File: config.mk
export PLATFORM = sky130hd
export DESIGN_NAME = ccc_div_pipe
export DESIGN_NICKNAME = d
export VERILOG_FILES = /design/src/sv/ccc_pkg.sv /design/src/sv/ccc_div_pipe.sv
export SDC_FILE = /design/constraint.sdc
export NUM_CORES = 2
export LEC_CHECK = 0
export BUFFER_PORTS_ARGS = -buffer_cell sky130_fd_sc_hd__buf_4
export CAP_MARGIN = 30
export CORE_ASPECT_RATIO = 0.75
export CORE_MARGIN = 1
export CORE_UTILIZATION = 50
export DETAILED_ROUTE_END_ITERATION = 8
export PLACE_DENSITY = 0.7
export SKIP_LAST_GASP = 1
export SLEW_MARGIN = 40
export SYNTH_ARGS = -nofsm -noshare
export SYNTH_HDL_FRONTEND = slang
export SYNTH_SLANG_ARGS = --single-unit
File: constraint.sdc
create_clock -name clk -period 3.96 [get_ports clk]
set_clock_uncertainty 0.2 [all_clocks]
set_input_delay 0.198 -clock clk [delete_from_list [all_inputs] [get_ports clk]]
set_output_delay 0.198 -clock clk [all_outputs]
set_load 0.005 [all_outputs]
File: src/sv/ccc_pkg.sv
// Shared types, widths and helpers for the disk collision pipeline.
// Used by every module of the block; depends on nothing.
`timescale 1ns / 1ps

package ccc_pkg;

    localparam int FIELD_W      = 24;
    localparam int RADIUS_W     = 16;
    localparam logic [RADIUS_W-1:0] RADIUS_RESET = 16'd2304;

    // squared distance width that can still mean contact, and its root
    localparam int D2_W         = 34;
    localparam int ROOT_W       = D2_W / 2;

    // quotient bits of every divider; bounds the largest correction
    localparam int QUO_W        = 26;
    localparam int PUSH_NUM_W   = 35;
    localparam int PUSH_DEN_W   = ROOT_W + 1;
    localparam int DV_NUM_W     = 61;
    localparam int DV_DEN_W     = D2_W;

    // width of a field plus a signed correction before saturation
    localparam int SUM_W        = QUO_W + 2;

    typedef struct packed {
        logic signed [FIELD_W-1:0] first_pos_x;
        logic signed [FIELD_W-1:0] first_pos_y;
        logic signed [FIELD_W-1:0] first_vel_x;
        logic signed [FIELD_W-1:0] first_vel_y;
        logic signed [FIELD_W-1:0] second_pos_x;
        logic signed [FIELD_W-1:0] second_pos_y;
        logic signed [FIELD_W-1:0] second_vel_x;
        logic signed [FIELD_W-1:0] second_vel_y;
    } pair_t;

    typedef struct packed {
        logic signed [FIELD_W-1:0] new_first_pos_x;
        logic signed [FIELD_W-1:0] new_first_pos_y;
        logic signed [FIELD_W-1:0] new_first_vel_x;
        logic signed [FIELD_W-1:0] new_first_vel_y;
        logic signed [FIELD_W-1:0] new_second_pos_x;
        logic signed [FIELD_W-1:0] new_second_pos_y;
        logic signed [FIELD_W-1:0] new_second_vel_x;
        logic signed [FIELD_W-1:0] new_second_vel_y;
        logic                      collided;
    } result_t;

    function automatic logic signed [SUM_W-1:0] widen(input logic signed [FIELD_W-1:0] v);
        return SUM_W'(v);
    endfunction

    // clamp to the signed field range
    function automatic logic signed [FIELD_W-1:0] sat_field(input logic signed [SUM_W-1:0] v);
        logic [SUM_W-FIELD_W:0] top;
        top = v[SUM_W-1:FIELD_W-1];
        if ((&top) || !(|top))
            return v[FIELD_W-1:0];
        else if (v[SUM_W-1])
            return {1'b1, {(FIELD_W-1){1'b0}}};
        else
            return {1'b0, {(FIELD_W-1){1'b1}}};
    endfunction

endpackage

File: src/sv/ccc_div_pipe.sv
// Pipelined restoring divider, one quotient bit per register stage.
// The quotient must fit Q_W bits. Depends on ccc_pkg for default widths.
`timescale 1ns / 1ps

module ccc_div_pipe
    import ccc_pkg::*;
#(
    parameter int NUM_W = PUSH_NUM_W,
    parameter int DEN_W = PUSH_DEN_W,
    parameter int Q_W   = QUO_W
)
(
    input  logic             clk,
    input  logic             en,
    input  logic [NUM_W-1:0] num,
    input  logic [DEN_W-1:0] den,
    output logic [Q_W-1:0]   quo
);

    logic [DEN_W-1:0] rem_reg  [Q_W-1];
    logic [DEN_W-1:0] den_reg  [Q_W-1];
    logic [Q_W-1:0]   bits_reg [Q_W];

    for (genvar k = 0; k < Q_W; k++) begin : g_step
        logic [DEN_W-1:0] rem_in;
        logic [DEN_W-1:0] den_in;
        logic [Q_W-1:0]   bits_in;
        logic [DEN_W:0]   trial;
        logic             ge;
        logic [DEN_W-1:0] rem_next;

        if (k == 0) begin : g_first
            // upper numerator bits are below the divisor when the quotient fits
            assign rem_in  = DEN_W'(num >> Q_W);
            assign den_in  = den;
            assign bits_in = num[Q_W-1:0];
        end
        else begin : g_rest
            assign rem_in  = rem_reg[k-1];
            assign den_in  = den_reg[k-1];
            assign bits_in = bits_reg[k-1];
        end

        assign trial    = {rem_in, bits_in[Q_W-1]};
        assign ge       = trial >= {1'b0, den_in};
        assign rem_next = ge ? DEN_W'(trial - {1'b0, den_in}) : trial[DEN_W-1:0];

        // numerator bits leave at the top, quotient bits enter at the bottom
        always_ff @(posedge clk)
        begin
            if (en)
            begin
                bits_reg[k] <= {bits_in[Q_W-2:0], ge};
            end
        end

        if (k < Q_W - 1) begin : g_carry
            always_ff @(posedge clk)
            begin
                if (en)
                begin
                    rem_reg[k] <= rem_next;
                    den_reg[k] <= den_in;
                end
            end
        end
    end

    assign quo = bits_reg[Q_W-1];

endmodule

**After elaboration in Yosys (flattened, before gate mapping)**

Memory sizes are Yosys's and may differ from the RTL's.
Cells that the tools add are included.
W data, S select, Z words.

- Add/subtract/negate cells: 25
- $lt $le $gt $ge: 26
- Mux-type cells: 27

Operator list:

| operator | count |
|---|---|
| $ge A19 B18 Y1 | 25 |
| $mux W18 | 25 |
| $sub A18 B18 Y18 | 24 |
| $ge A10 B18 Y1 | 1 |
| $sub A10 B18 Y18 | 1 |
| $mux W1 | 2 |

- Register bits after elaboration: 0
- Bits in writable memories: 1,576
- Bits of input ports: 55
- Output and inout bits: 26
- Logic and storage cells: 81
- Memories: 3

Memories:

| name | words | width | rd ports | clocked after memory_dff | write ports | line | RTL |
|---|---|---|---|---|---|---|---|
| bits_reg | 26 | 26 | 26 | 0 | 26 | ccc_div_pipe.sv:22 | `logic [Q_W-1:0] bits_reg [Q_W];` |
| den_reg | 25 | 18 | 25 | 0 | 25 | ccc_div_pipe.sv:21 | `logic [DEN_W-1:0] den_reg [Q_W-1];` |
| rem_reg | 25 | 18 | 25 | 0 | 25 | ccc_div_pipe.sv:20 | `logic [DEN_W-1:0] rem_reg [Q_W-1];` |

**Depth between registers and ports, before layout**

An unclocked memory read counts as a cell.

- Depth after elaboration: 3
- Gate-level depth with buffers: 12
- Depth with buffers taken out: 11

**Worst setup path after synthesis**

Ideal clock, no wire load.

- Kind: flip-flop to flip-flop
- Start point: mem rem_reg[0][270] (netlist name)
- End point: mem rem_reg[1][10] (netlist name), data pin
- Library setup time: 260 ps
- Arrival: 2,704 ps
- Required time: 3,500 ps
- Path slack: 796 ps
- Cell stages (with the launch flop): 11
- Path buffers: 2
- Period minus slack after synthesis: 3,164 ps
- Cell sequence: edfxtp_1 ha_1 nor2b_1 o31a_1 o31a_1 o21ba_2 o211ai_1 and2_1 buf_4 buf_4 mux2_2

RTL lines:

| item | line |
|---|---|
| start: declaration | ccc_div_pipe.sv:20 |

==> impl_metrics.json <==
{
  "outcome": "finished clean",
  "syn-cell-area_um2": 76600,
  "synthMuxAreaShare": 0.0506,
  "synth_top_cell_by_area": "edfxtp_1",
  "dr.pass1.iters": 9,
  "cts.sinks": 1576,
  "grt_pass1_wl_um": 241000,
  "grt_pass1_vias": 43800,
  "vias_per_cell": 5.58,
  "dieWidth_um": 454,
  "netlist_instances": 5704,
  "dp_cells": 7721,
  "dieHeight_um": 341,
  "fillers": 12000,
  "root_buffer": "clkbuf_16",
  "setup_viol": 0,
  "fin_crit_ns": 3.61,
  "required_ns": 4.29,
  "cts_resized": 0,
  "crit_path_max_fanout": 17,
  "ys_ff_latch": 1576,
  "fp.coreArea_um2": 151000,
  "ir_drop_mv": 0.514,
  "hpwlAfterDp_um": 107000,
  "powerDensity_nw_per_um2": 772,
  "final_cell_mix": "edfxtp_1 (1576), inv_1 (580), ha_1 (460), a21oi_1 (347), o21ai_0 (267)",
  "clk_path_buf_depth": 3,
  "critical_path.startpoint_type": "flop",
  "initial_core_util": 0.507,
  "synth_xor_area_frac": 0.0351,
  "synthSimpleGateAreaFrac": 0.0637,
  "wire_per_inst_um": 18.7,
  "synth_fa_ha_area_frac": 0.0817,
  "fp.dieArea_um2": 155000,
  "syn_nets": 6244,
  "synth_compound_area_frac": 0.114,
  "row_count": 123,
  "nets": 6523,
  "io_pins": 81,
  "hold_viol": 0,
  "synthArstFlopShare": 0,
  "numCtsBuffers": 155,
  "arrival_ns": 3.94,
  "dr.first_iter.drc_count": 3971,
  "track_usage": 0.196,
  "antenna_found_initial": 4,
  "worst_slew_pin_slew_ns": 0.891,
  "antenna_left": 0,
  "relSlewSlack": 0.399,
  "gp_congestion": 0.920,
  "avgSynthCellArea_um2": 13.4,
  "wl_um": 151000,
  "area_growth_syn_to_layout_pct": 12.3,
  "cts.clk_slew.worst_paths_ns": 0.06,
  "synth_ff_type": "edfxtp_1",
  "fin_cells": 8110,
  "end_kind": "flop",
  "layout_commonest_cell": "edfxtp_1",
  "synth-edff-count": 1576,
  "final_core_util": 0.570,
  "largest_reg_flops": 676,
  "yosys_warnings": 0,
  "leakage_nw": 33.9,
  "cts_tree": "done",
  "ys_seq_area_frac": 0.618,
  "numPortBuffers": 80,
  "power.total_mw": 66.4,
  "synth_top_family_by_area": "compound AO/OA/AOI/OAI gates",
  "yosys.area.top_type_share": 0.618,
  "h-tree-depth": 4,
  "slew_viol_final": 0,
  "fin_worst_hold_slack_ns": 0.0888,
  "fin_crit_sh": 0.911,
  "r2r_cells": 8,
  "rsz0062_at_grt": "false",
  "clock_latency_ns": 0.80,
  "drive_above_1_share": 0.115,
  "clock.fmax_ghz": 0.277,
  "max-cap-violations": 0,
  "path_class": "flop to flop",
  "grt_max_degree": 124,
  "globalRouteOverflowTotal": 0,
  "tns_ns": 0,
  "via_count": 45300,
  "drc_errors": 0,
  "whs_path_depth": 3,
  "synthDistinctLibCells": 85,
  "yosys-top-cells-area": "edfxtp_1 (62%), ha_1 (7.5%), mux2_2 (3.3%)",
  "hp-class": "input port to flop"
}
per-stage QoR:
| stage | worst slack (ns) | area, µm² |
|---|---|---|
| after global placement | 0.414 | 79700 |
| final | 0.351 | 86100 |
| after detailed placement | 0.436 | 79700 |
| after floorplan | 0.796 | 76600 |
| after CTS | 0.399 | 86100 |
| after global routing | 0.189 | 86100 |
logic make-up after synthesis:
family | Yosys count
adder cells (fa/ha/maj) | 485
multiplexers | 331
flip-flops | 1576
XOR/XNOR | 307
AND/OR/NAND/NOR | 990
AO/OA/AOI/OAI | 1310
buffers and inverters | 705
layer usage:
| layer | part of all wire | global-route usage | up-vias |
|---|---|---|---|
| met3 | 0.050 | 0.0300 | 228 |
| met4 | 0.021 | 0.0555 | 0 |
| li1 | - | - | 22000 |
| met2 | 0.44 | 0.293 | 1041 |
| met5 | 0 | 0 | - |
| met1 | 0.49 | 0.296 | 22000 |
synthesized netlist by cell type, types with 15 or more instances:
master,instances
a211o_1,15
a211oi_1,60
a21o_1,175
a21oi_1,348
a2bb2oi_1,15
a311oi_1,24
a31oi_1,27
and2_1,17
and3_1,61
buf_4,32
clkbuf_1,67
edfxtp_1,1576
fa_1,25
ha_1,460
inv_1,580
mux2_1,20
mux2_2,223
mux2_4,52
mux2i_1,36
nand2_1,247
nand2b_1,39
nand3_1,87
nand4_1,55
nor2_1,236
nor2b_1,79
nor3_1,77
nor4_1,23
o2111ai_1,16
o211ai_1,32
o21a_1,88
o21ai_0,267
o21bai_1,23
o31a_1,27
o31ai_1,27
xnor2_1,177
xor2_1,130
layout make-up:
type | count | area (µm²) | share of cell area
flip-flops and latches | 1576 | 47300 | 0.550
multi-input cells | 3423 | 26500 | 0.308
clock buffers | 179 | 3970 | 0.0461
well taps | 2000 | 2500 | 0.0291
repair buffers | 243 | 2280 | 0.0265
inverters | 584 | 2190 | 0.0255
clock inverters | 104 | 1330 | 0.0154
diodes | 1 | 2.50 | 0.0000291
critical path, stage by stage (launching register included):
cell and delay (ns):
edfxtp_1 0.40, ha_1 0.41, nand2_1 0.18, or4_1 0.55
o41ai_1 0.50, nor3_1 0.09, o21a_1 0.29, inv_2 0.34
mux2_2 0.38
path summary, 6_finish.rpt:
check,from,endpoint,slack [ns]
worst min register to register,bits_reg[0][128],bits_reg[0][155],0.20
worst max register to register,rem_reg[1][102],rem_reg[1][120],0.35
worst max-delay path,rem_reg[1][102],rem_reg[1][120],0.35
worst min-delay path,num[33],rem_reg[0][8],0.09
power by group:
group | switching (mW) | internal, mW
logic | 13.9 | 12.2
registers | 1.96 | 23.2
clock network | 6.55 | 8.70
what timing repair did:
item | 4_1_cts | 5_1_grt
endpoints found under the hold margin | 213 | 0
setup buffers | 0 | 0
hold buffers | 105 | 0
Note: power is estimated with default switching activity, not from simulation.
