### config.mk
export PLATFORM = sky130hd
export DESIGN_NAME = ccc_sqrt_pipe
export DESIGN_NICKNAME = d
export VERILOG_FILES = /design/src/sv/ccc_pkg.sv /design/src/sv/ccc_sqrt_pipe.sv
export SDC_FILE = /design/constraint.sdc
export NUM_CORES = 1
export LEC_CHECK = 0
export ABC_AREA = 1
export BUFFER_PORTS_ARGS = -buffer_cell sky130_fd_sc_hd__buf_2
export CORE_MARGIN = 3
export CORE_UTILIZATION = 45
export CTS_CLUSTER_SIZE = 40
export DETAILED_ROUTE_END_ITERATION = 10
export PLACE_DENSITY = 0.61
export SYNTH_ARGS = -nofsm -noshare
export SYNTH_HDL_FRONTEND = slang
export SYNTH_SLANG_ARGS = --single-unit
### constraint.sdc
create_clock -name clk -period 1.9 [get_ports clk]
set_input_delay 0.38 -clock clk [delete_from_list [all_inputs] [get_ports clk]]
set_output_delay 0.38 -clock clk [all_outputs]
set_load 0.1 [all_outputs]
### src/sv/ccc_pkg.sv
// Shared types, widths and helpers for the disk collision pipeline.
// Used by every module of the block; depends on nothing.
`timescale 1ns / 1ps

package ccc_pkg;

    localparam int FIELD_W      = 24;
    localparam int RADIUS_W     = 16;
    localparam logic [RADIUS_W-1:0] RADIUS_RESET = 16'd2304;

    // squared distance width that can still mean contact, and its root
    localparam int D2_W         = 34;
    localparam int ROOT_W       = D2_W / 2;

    // quotient bits of every divider; bounds the largest correction
    localparam int QUO_W        = 26;
    localparam int PUSH_NUM_W   = 35;
    localparam int PUSH_DEN_W   = ROOT_W + 1;
    localparam int DV_NUM_W     = 61;
    localparam int DV_DEN_W     = D2_W;

    // width of a field plus a signed correction before saturation
    localparam int SUM_W        = QUO_W + 2;

    typedef struct packed {
        logic signed [FIELD_W-1:0] first_pos_x;
        logic signed [FIELD_W-1:0] first_pos_y;
        logic signed [FIELD_W-1:0] first_vel_x;
        logic signed [FIELD_W-1:0] first_vel_y;
        logic signed [FIELD_W-1:0] second_pos_x;
        logic signed [FIELD_W-1:0] second_pos_y;
        logic signed [FIELD_W-1:0] second_vel_x;
        logic signed [FIELD_W-1:0] second_vel_y;
    } pair_t;

    typedef struct packed {
        logic signed [FIELD_W-1:0] new_first_pos_x;
        logic signed [FIELD_W-1:0] new_first_pos_y;
        logic signed [FIELD_W-1:0] new_first_vel_x;
        logic signed [FIELD_W-1:0] new_first_vel_y;
        logic signed [FIELD_W-1:0] new_second_pos_x;
        logic signed [FIELD_W-1:0] new_second_pos_y;
        logic signed [FIELD_W-1:0] new_second_vel_x;
        logic signed [FIELD_W-1:0] new_second_vel_y;
        logic                      collided;
    } result_t;

    function automatic logic signed [SUM_W-1:0] widen(input logic signed [FIELD_W-1:0] v);
        return SUM_W'(v);
    endfunction

    // clamp to the signed field range
    function automatic logic signed [FIELD_W-1:0] sat_field(input logic signed [SUM_W-1:0] v);
        logic [SUM_W-FIELD_W:0] top;
        top = v[SUM_W-1:FIELD_W-1];
        if ((&top) || !(|top))
            return v[FIELD_W-1:0];
        else if (v[SUM_W-1])
            return {1'b1, {(FIELD_W-1){1'b0}}};
        else
            return {1'b0, {(FIELD_W-1){1'b1}}};
    endfunction

endpackage

### src/sv/ccc_sqrt_pipe.sv
// Pipelined floor square root, one result bit per register stage.
// Depends on ccc_pkg for default widths.
`timescale 1ns / 1ps

module ccc_sqrt_pipe
    import ccc_pkg::*;
#(
    parameter int IN_W = D2_W
)
(
    input  logic                clk,
    input  logic                en,
    input  logic [IN_W-1:0]     value,
    output logic [IN_W/2-1:0]   root
);

    localparam int RT_W  = IN_W / 2;
    localparam int REM_W = RT_W + 1;

    logic [REM_W-1:0] rem_reg  [RT_W-1];
    logic [IN_W-1:0]  val_reg  [RT_W-1];
    logic [RT_W-1:0]  root_reg [RT_W];

    for (genvar k = 0; k < RT_W; k++) begin : g_step
        logic [REM_W-1:0] rem_in;
        logic [IN_W-1:0]  val_in;
        logic [RT_W-1:0]  root_in;
        logic [REM_W+1:0] shifted;
        logic [REM_W+1:0] trial;
        logic             ge;
        logic [REM_W-1:0] rem_next;
        logic [RT_W-1:0]  root_next;

        if (k == 0) begin : g_first
            assign rem_in  = '0;
            assign val_in  = value;
            assign root_in = '0;
        end
        else begin : g_rest
            assign rem_in  = rem_reg[k-1];
            assign val_in  = val_reg[k-1];
            assign root_in = root_reg[k-1];
        end

        // bring down the next two bits and try root*4+1
        assign shifted   = {rem_in, val_in[IN_W-1:IN_W-2]};
        assign trial     = {1'b0, root_in, 2'b01};
        assign ge        = shifted >= trial;
        assign rem_next  = ge ? REM_W'(shifted - trial) : shifted[REM_W-1:0];
        assign root_next = {root_in[RT_W-2:0], ge};

        always_ff @(posedge clk)
        begin
            if (en)
            begin
                root_reg[k] <= root_next;
            end
        end

        if (k < RT_W - 1) begin : g_carry
            always_ff @(posedge clk)
            begin
                if (en)
                begin
                    rem_reg[k] <= rem_next;
                    val_reg[k] <= {val_in[IN_W-3:0], 2'b00};
                end
            end
        end
    end

    assign root = root_reg[RT_W-1];

endmodule

* Yosys cells after proc, flatten, opt, wreduce, memory -nomap -nowiden
Memories as Yosys holds them, arrays and structs flattened.
Cells that the tools add are included.
** Cells by class
- Add/sub/neg operators :: 16
- Multiply operators :: 0
- Divide/modulo/power cells :: 0
- Order comparisons :: 17
- Equal/unequal tests :: 0
- Shifts and indexed selects :: 0
- Muxes and demuxes :: 18
- Bitwise logic cells :: 0
- Reductions and logical operators :: 0
** Operators by type and width (count)
- 20-bit by 19-bit greater-or-equal comparator with 1-bit output :: 16
- 18-bit 2-to-1 mux :: 16
- 18-bit subtractor :: 15
- 2-bit by 1-bit subtractor with 3-bit output, second input constant :: 1
- 2-bit by 1-bit greater-or-equal comparator with 1-bit output, second input constant :: 1
- 1-bit 2-to-1 mux :: 2
** Word-level totals
- Flip-flop bits (word level) :: 0
- Latch bits :: 0
- Bits in writable memories :: 1089
- Bits in read-only memories :: 0
- Word-level logic and storage cells :: 54
- Memories :: 3
** Memory list
- val_reg :: depth 16, bits a word 32, rd ports 16, clocked after Yosys merged registers in 0, write ports 16, RTL line ccc_sqrt_pipe.sv:21 : logic [IN_W-1:0] val_reg [RT_W-1];
- root_reg :: depth 17, bits a word 17, rd ports 17, clocked after Yosys merged registers in 0, write ports 17, RTL line ccc_sqrt_pipe.sv:22 : logic [RT_W-1:0] root_reg [RT_W];
- rem_reg :: depth 16, bits a word 18, rd ports 16, clocked after Yosys merged registers in 0, write ports 16, RTL line ccc_sqrt_pipe.sv:20 : logic [REM_W-1:0] rem_reg [RT_W-1];

* Logic depth before layout (Yosys ltp)
An unclocked memory read counts as a cell.
- Depth in word-level cells :: 3
- Depth in mapped cells :: 14

* Least setup slack after synthesis
No wires, ideal clock.
- Kind :: flip-flop to flip-flop
- Start point :: mem rem_reg[1][77] (netlist bit)
- End point :: mem rem_reg[1][96] (netlist bit), data pin
- Library setup time :: 257 ps
- Data arrival time :: 1664 ps
- Data required time :: 1643 ps
- Slack :: -21 ps
- Cell stages (with the launch flop) :: 11
- Path buffers :: 1
- Period minus slack after synthesis :: 1921 ps
- Path through :: edfxtp_1 -> ha_1 -> nand2_2 -> inv_1 -> a21oi_2 -> nand2_1 -> nand2_1 -> nand2_2 -> nor2_4 -> buf_6 -> o21ai_2
** RTL lines (RTL line)
- start, declared :: ccc_sqrt_pipe.sv:20

==> flow_summary_export.csv <==
group,metric,value,unit
status,status,"finished, violations left",
status,violations,"setup timing",
routing,via_count,29000,
routing,remaining_drc_errors,0,
worst_setup_path,cp_max_fo,6,
worst_setup_path,critical_path.top_delay_family,"simple AND/OR/NAND/NOR gates",
timing,setup_viol,204,
power,p_switching,14.4,mW
logic_synthesis,synth_top_area_share,58.3,%
finish,multi_input_area,17500,µm²
global_routing,overflow,0,
floorplan,ios,53,
finish,final_cell_mix,"815 x buf_4, 693 x edfxtp_1, 679 x nand2_1",
timing,rsz0062_at_grt,"yes",
timing,skew,0.0276,ns
worst_setup_path,worst-setup-path-type,"reg -> reg",
cts,clkTransAtPathRegs,0.06,ns
timing,fin_crit,2.09,ns
routing,drt_wl_total,94.1,mm
routing,drt-initial-drc-count,1753,
logic_synthesis,syn_inst,3631,
logic_synthesis,ys_seq_elements,693,
cts,insertion_delay,0.62,ns
timing,drv_slew,0,
place,place_inst,5325,
logic_synthesis,syn_area_per_cell,9.83,µm²
worst_setup_path,crit_path_cell_trace,"ha_4, a21oi_4, o21ai_4, nand2_2, nand2_2, nand2_2, nand2_2, nor2_4, buf_6, buf_12, o21ai_1",
logic_synthesis,synth_largest_area_cell,"edfxtp_1",
finish,seq_area,20800,µm²
global_routing,grt_max_degree,91,
routing,ant_nets,0,
logic_synthesis,synth_area,35700,µm²
finish,final_nets,4919,
cts,cts_tree,"done",
global_routing,grt_pass1_wl,140,mm
logic_synthesis,postSynth.asyncResetShare,0,%
power,power.density,923,nW/µm²
finish,final_common_cell,"buf_4",
worst_setup_path,cp.arrival,2.45,ns
global_routing,antenna_found_initial,0,
power,seqPwrFrac,40.7,%
timing,post-route-period-util,110,%
worst_setup_path,worst_path_largest_cell_delay,0.44,ns
finish,largest_reg_flops,272,
logic_synthesis,synth_area_leaders,"edfxtp_1 58%, nand2_1 11%, ha_1 6.0%, inv_1 5.7%, nand3_1 3.1%",
global_routing,grt_pass1_vias,28200,
place,place_hpwl,61.0,mm
worst_setup_path,crit_path_end_kind,"register",
hold_path,hold_start,"value[32]",
logic_synthesis,synth_edf_count,693,
logic_synthesis,yosysSeqAreaShare,58.3,%
power,combPwrFrac,28.4,%
power,switching_share,29.4,%
floorplan,die_h,288,µm
power,power.internal,34.5,mW
worst_setup_path,cpMostUsedCell,"nand2_2",
timing,max_freq,0.479,GHz
worst_setup_path,worst-path-buf-inv,2,
logic_synthesis,ys_warn_count,0,
finish,fillerInstances,5512,
timing,hold_viol_final,0,
routing,routed_via_density,5.00,
power,ir_worst_vdd,0.000890,V
power,p_leak,22.9,nW
floorplan,dieArea,82700,µm²
floorplan,initial_core_util,45.8,%
cts,clock-root-buffer,"clkbuf_16",
power,pwr-share-clk,30.9,%
cts,cts_buffer_depth,3,
timing,setup_slack,-0.187,ns
cts,htreeDepth,3,
routing,drtPass1Iterations,5,
worst_setup_path,cp-start-kind,"register",
worst_setup_path,crit_required,2.26,ns
finish,layout-drive-gt1-share,45.6,%
place,routabilityCongestion,0.884,
routing,wl_per_cell,16.2,µm
global_routing,grtUsageTotal,21.1,%
logic_synthesis,syn_nets,3838,
power,fin_total_pwr,48.8,mW
finish,finalNonFillerCells,5809,
cts,cts_inserted_buffers,78,
place,port_buffers,52,
floorplan,die_width,288,µm
flow_run,maxCapViolCount,0,
finish,n_antenna_cell,0,
worst_setup_path,worstReg2RegStart,"rem_reg[1][91]",
floorplan,coreArea,78000,µm²
hold_path,hold_class,"in -> reg",
cts,numClockSinks,693,
worst_setup_path,startpoint,"rem_reg[1][91]",
logic_synthesis,synth_flop_cell,"edfxtp_1",
finish,syn2layout_area_growth,48.2,%
floorplan,fp-row-count,102,
logic_synthesis,synth.distinct_cells,48,
worst_setup_path,crit_slowest_cell,"edfxtp_1",
==> kinds of logic (layout without fill, tap and decap cells) <==
| family | Yosys count | in the layout | share of synthesized area [%] |
|---|---|---|---|
| AO/OA/AOI/OAI | 354 | 355 | 5.77 |
| XOR/XNOR | 109 | 109 | 2.67 |
| adder cells (fa/ha/maj) | 171 | 171 | 5.99 |
| buffers and inverters | 575 | 1707 | 6.51 |
| flip-flops | 693 | 693 | 58.3 |
| other | 1 | 1 | 0.0105 |
| AND/OR/NAND/NOR | 1728 | 1733 | 20.7 |
==> worst paths after layout <==
path                      to  slack (ns)  cells after the start
max          rem_reg[1][112]       -0.19                     11
min            rem_reg[0][1]        0.05                      3
max reg2reg  rem_reg[1][112]       -0.19                     11
min reg2reg   val_reg[7][24]        0.40                      0
==> power groups by stage <==
stage,sequential (mW),combinational (mW),clock (mW)
5_1_grt,20.0,15.1,16.1
4_1_cts,19.8,11.4,15.5
6_report,19.9,13.9,15.1
3_5_place_dp,20.0,9.60,0
3_3_place_gp,20.0,9.50,0
2_1_floorplan,19.8,5.41,0
==> metrics by stage <==
| stage | instance area [µm²] | hold WS (ns) | setup TNS, ns | utilization [%] | setup WS (ns) |
|---|---|---|---|---|---|
| after detailed placement | 42100 | 0.405 | -29.73 | 54.0 | -0.251 |
| final | 52900 | 0.0493 | -16.28 | 67.8 | -0.187 |
| after global routing | 52900 | 0.0405 | -32.81 | 67.8 | -0.239 |
| after floorplan | 35800 | 0.400 | 0 | - | 0.00151 |
| after CTS | 49000 | 0.0105 | -4.21 | 62.8 | -0.104 |
| after global placement | 42100 | 0.400 | -25.82 | 54.0 | -0.228 |
==> area by class of cell <==
class,instances,area share [%]
Clock buffer,86,3.83
Tap cell,1040,2.46
Timing Repair inverter,8,0.218
Sequential cell,693,39.3
Multi-Input combinational cell,2369,33.1
Clock inverter,51,1.04
Timing Repair Buffer,1012,16.0
Inverter,550,4.03
==> cells in the mapped netlist, drive strengths merged, types with 11 or more instances <==
master,count
a21oi,182
nand3b,30
buf,23
ha,171
nand3,227
nand2,1056
xor2,55
nor3,35
edfxtp,693
or2,11
xnor2,54
inv,549
o21ai,154
nand4,50
nor2,309
==> routing by layer <==
metal	up-vias	wire length, µm	track usage [%]
li1	14300	-	-
met1	13800	38900	26.5
met4	0	3580	8.13
met2	716	47900	37.0
met3	220	3810	2.84
met5	-	0	0
==> tightest hold or removal path, delay by kind of cell <==
family                 cells  cell delay [ns]
buffers and inverters      2             0.14
and+or+nand+nor            1             0.05
==> repair_timing <==
action                                  in CTS  in global routing
cloned                                      18                 13
hold buffers                                32                  0
gates resized for setup                    596                729
endpoints found under the hold margin       32                  0
setup buffers                              134                163
endpoints found under the setup margin     262                274
pin swaps                                  205                328
Power figures use the tool's default switching activity.
